## config.mk

```make
export PLATFORM = sky130hd
export DESIGN_NAME = ehb_ctrl
export DESIGN_NICKNAME = d
export VERILOG_FILES = /design/src/design/ehb_pkg.sv /design/src/design/ehb_ctrl.sv
export SDC_FILE = /design/constraint.sdc
export NUM_CORES = 1
export LEC_CHECK = 0
export ABC_AREA = 1
export BUFFER_PORTS_ARGS = -buffer_cell sky130_fd_sc_hd__clkbuf_2
export CORE_AREA = 2 2 39 41
export CTS_CLUSTER_SIZE = 20
export DETAILED_ROUTE_END_ITERATION = 10
export DIE_AREA = 0 0 41 43
export GPL_TIMING_DRIVEN = 1
export SLEW_MARGIN = 20
export SYNTH_ARGS = -nofsm -noshare
export SYNTH_HDL_FRONTEND = slang
export SYNTH_SLANG_ARGS = --single-unit
export TNS_END_PERCENT = 100
```

## constraint.sdc

```tcl
create_clock -name clk_i -period 1.89 [get_ports clk_i]
set_input_delay 0.4725 -clock clk_i [delete_from_list [all_inputs] [get_ports clk_i]]
set_output_delay 0.4725 -clock clk_i [all_outputs]
set_load 0.05 [all_outputs]
```

## src/design/ehb_pkg.sv

```systemverilog
// ----------------------------------------------------------------------------
// ehb_pkg
// Shared types, constants and codes for the energy histogram binner.
// ----------------------------------------------------------------------------
package ehb_pkg;

  // field widths
  localparam int unsigned EnergyW    = 32;
  localparam int unsigned BinWidthW  = 31;
  localparam int unsigned BinsInUseW = 11;
  localparam int unsigned BinFieldW  = 10;
  localparam int unsigned CountW     = 32;

  // configuration port
  localparam int unsigned CfgIdxW  = 2;
  localparam int unsigned CfgDataW = 32;
  localparam logic [CfgIdxW-1:0] CfgBinWidth = 2'd0;
  localparam logic [CfgIdxW-1:0] CfgBinsInUse = 2'd1;

  localparam logic [BinWidthW-1:0]  BinWidthReset  = 31'd256;
  localparam logic [BinsInUseW-1:0] BinsInUseReset = 11'd1024;

  localparam int unsigned MaxBinsDefault = 1024;

  // restoring divider, one quotient bit per cycle
  localparam int unsigned DivSteps = BinWidthW;
  localparam int unsigned DivCntW  = $clog2(DivSteps);

  typedef enum logic {
    OP_RECORD = 1'b0,
    OP_READ   = 1'b1
  } op_e;

  typedef enum logic [2:0] {
    ST_CLEAR,
    ST_IDLE,
    ST_DIV,
    ST_CHECK,
    ST_READ,
    ST_UPDATE,
    ST_DONE
  } ctrl_state_e;

  typedef struct packed {
    logic load;
    logic div_step;
    logic check;
    logic rd_en;
    logic update;
    logic out_load;
    logic clear;
  } ctrl_cmd_t;

  typedef struct packed {
    logic in_read;
    logic div_last;
    logic clr_last;
    logic oor;
    logic out_free;
  } ctrl_status_t;

endpackage

```

## src/design/ehb_ctrl.sv

```systemverilog
// ----------------------------------------------------------------------------
// ehb_ctrl
// Sequencer: clear sweep, divide, range check, counter read-modify-write.
// ----------------------------------------------------------------------------
module ehb_ctrl (
  input  logic                  clk_i,
  input  logic                  rst_ni,
  input  logic                  item_valid_i,
  output logic                  item_ready_o,
  input  ehb_pkg::ctrl_status_t status_i,
  output ehb_pkg::ctrl_cmd_t    cmd_o
);
  import ehb_pkg::*;

  ctrl_state_e state_q, state_d;

  always_ff @(posedge clk_i or negedge rst_ni) begin
    if (!rst_ni) begin
      state_q <= ST_CLEAR;
    end else begin
      state_q <= state_d;
    end
  end

  always_comb begin
    state_d      = state_q;
    cmd_o        = '0;
    item_ready_o = 1'b0;
    case (state_q)
      ST_CLEAR: begin
        cmd_o.clear = 1'b1;
        if (status_i.clr_last) begin
          state_d = ST_IDLE;
        end
      end
      ST_IDLE: begin
        item_ready_o = 1'b1;
        if (item_valid_i) begin
          cmd_o.load = 1'b1;
          state_d    = status_i.in_read ? ST_CHECK : ST_DIV;
        end
      end
      ST_DIV: begin
        cmd_o.div_step = 1'b1;
        if (status_i.div_last) begin
          state_d = ST_CHECK;
        end
      end
      ST_CHECK: begin
        cmd_o.check = 1'b1;
        state_d     = status_i.oor ? ST_DONE : ST_READ;
      end
      ST_READ: begin
        cmd_o.rd_en = 1'b1;
        state_d     = ST_UPDATE;
      end
      ST_UPDATE: begin
        cmd_o.update = 1'b1;
        state_d      = ST_DONE;
      end
      ST_DONE: begin
        if (status_i.out_free) begin
          cmd_o.out_load = 1'b1;
          state_d        = ST_IDLE;
        end
      end
      default: begin
        state_d = ST_IDLE;
      end
    endcase
  end

endmodule

```

==> run metrics <==
DR vias 381; Final Setup Violations 0; total CTS buffers 3; pwr dens 2010 nW/um^2; H-tree depth 1; largest registers state_q x3; global-route met3 utilization 1.57%; Synth Register Bits 3; CP Max Fanout 7; Residual DRC 0; Cells after DPL 89; Startpoint Class flip-flop; syn nets 67; fill cell count 162; R2R Setup Slk 0.59 ns; First-pass DRT Iterations 4; Fmax achieved 557 MHz; Synth Instances 58; Int Power 349 uW; RSZ-0062 raised after global routing no; post-DP HPWL 644 um; ANT cells 0; sequential fraction of the synthesis area 23.6%; Die Span Y 43 um; Layout Cells excl Fill 93; Critical-path top delay cell dfrtp_1; Total GRT Usage 9.85%; Worst slew margin 81.5%; Worst Setup End Kind output port; synth warn 0; Switching Power 551 uW; Worst Path Required 1.42 ns; Final Util 32.3%; largest net degree at the start of global routing 8; Comb pwr share 70.5%; routed length per placed instance 8.08 um; Routed WL 751 um; GPL Wtd Cong 0.822; drt initial violations 5; PortBufs 15; # IOs 16; CTS tree yes; final worst path period need 1.80 ns; clk buf depth 2; delay of the slowest critical-path stage 0.45 ns; Reg power frac 17.2%; final hold violations 0; Initial Util 23.0%; synthesized cell area 318 um^2; Vias/cell 4.10; GRT Max-Usage Layer met2; share of layout cells above drive strength 1 33.8%; P&R area growth vs syn 40.6%; post-synth cell types 12; maximum vdd drop 0.592 mV; Pleak 0.307 nW; net switching share of the total power 61.2%; Skew-Pair Late Insertion Delay 0.23 ns; most frequent cells in the layout nand2_1 (14), clkbuf_2 (14), inv_1 (12), nor2_1 (11), nand3_1 (7); Layout Skew 0.00332 ns; Hold Buf Count CTS 0; Final Slew Violations 0; die width 41 um; vias in the first global route 321; Synth Area per Inst 5.48 um^2; clock sinks 3; initial antenna violation count 0; worst slew pin tran 0.279 ns; DIE AREA 1760 um^2; Largest Register state_q; met1 GRT Util 12.9%; Clock power frac 12.3%; clk root buf clkbuf_4; met2 Use GR 14.4%; Antenna Nets Post-Route 0; Core ar. 1380 um^2; max reg flops 3; Max Cap Viol 0; Setup CP Type reg -> out; Rows 14; Tightest Hold Check Type in -> async; crit path DAT 1.32 ns; status completed; setup TNS 0 ns; Layout Nets 87; Overflow after GRT 0; cells along the critical path inv_2 -> nand2_2 -> nor2_2 -> clkbuf_2; first-pass GRT wire length 1180 um; period utilization 95.0%; clock-pin transition on the worst setup and hold timing paths 0.04 ns
## final cells by class
class / instances / area, um^2 / area share [%]
Multi-Input combinational cell: 41 / 195 / 43.7
Timing Repair Buffer: 15 / 77.6 / 17.4
Sequential cell: 3 / 75.1 / 16.8
Inverter: 14 / 52.6 / 11.8
Clock buffer: 4 / 26.3 / 5.88
Tap cell: 16 / 20.0 / 4.48
## cells in the mapped netlist
cell type  instances  share of area (%)
o21ai_0            1                1.6
nand3_1            7                 11
nand2_1           14                 17
nor2_2             2                3.9
ha_1               1                3.9
inv_2              1                1.2
dfrtp_1            3                 24
nand2_2            3                5.9
nor3_1             1                1.6
nand3b_1           1                2.4
nor2_1            11                 13
inv_1             13                 15
## metrics by stage
step	setup WS, ns	cell area, um^2	power, mW	hold WS, ns
6_report	0.0942	447	0.900	0.0278
4_1_cts	0.0197	444	0.907	0.0242
2_1_floorplan	0.0660	323	0.659	0.177
3_3_place_gp	0.299	418	0.788	0.271
5_1_grt	0.0101	447	0.989	0.0224
3_5_place_dp	0.274	418	0.791	0.272
## worst max-delay path, delay by kind of cell (launching register included)
kind                   cells  cell delay (ns)
buffers and inverters      2             0.42
DFF                        1             0.45
and+or+nand+nor            2             0.22
## power by group through the flow
| stage | combinational, mW | sequential (mW) | clock (mW) |
|---|---|---|---|
| global route | 0.709 | 0.158 | 0.122 |
| detailed placement | 0.638 | 0.153 | 0 |
| CTS | 0.640 | 0.152 | 0.115 |
| finish | 0.634 | 0.155 | 0.111 |
| global placement | 0.637 | 0.151 | 0 |
| floorplan | 0.519 | 0.141 | 0 |
## worst paths after layout
check                             start           end  depth (start not counted)
hold reg to reg              state_q[1]    state_q[1]                          2
min in group clk_i         item_valid_i    state_q[0]                          4
setup / recovery             state_q[1]  item_ready_o                          4
max in group asynchronous        rst_ni    state_q[1]                          1
hold / removal                   rst_ni    state_q[2]                          1
setup reg to reg             state_q[1]    state_q[1]                          7
## kinds of logic (layout without fill, tap and decap cells)
logic type	count (synthesis)	count (layout)	synth area share, %
and+or+nand+nor	39	39	54.3
buffers and inverters	14	33	16.5
DFF	3	3	23.6
adders and majority gates	1	1	3.94
AOI/OAI and AO/OA	1	1	1.57
## timing repair
item                                    4_1_cts  5_1_grt
buffers inserted                              0        0
endpoints found under the setup margin        0        2
endpoints found under the hold margin         0        0
gates resized for setup                       0        3
## routing by layer
| layer | vias to the layer above | part of all wire (%) |
|---|---|---|
| li1 | 209 | - |
| met4 | 0 | 1.5 |
| met1 | 156 | 46 |
| met5 | - | 0 |
| met3 | 2 | 8.3 |
| met2 | 14 | 45 |
(Power assumes the default switching activity.)
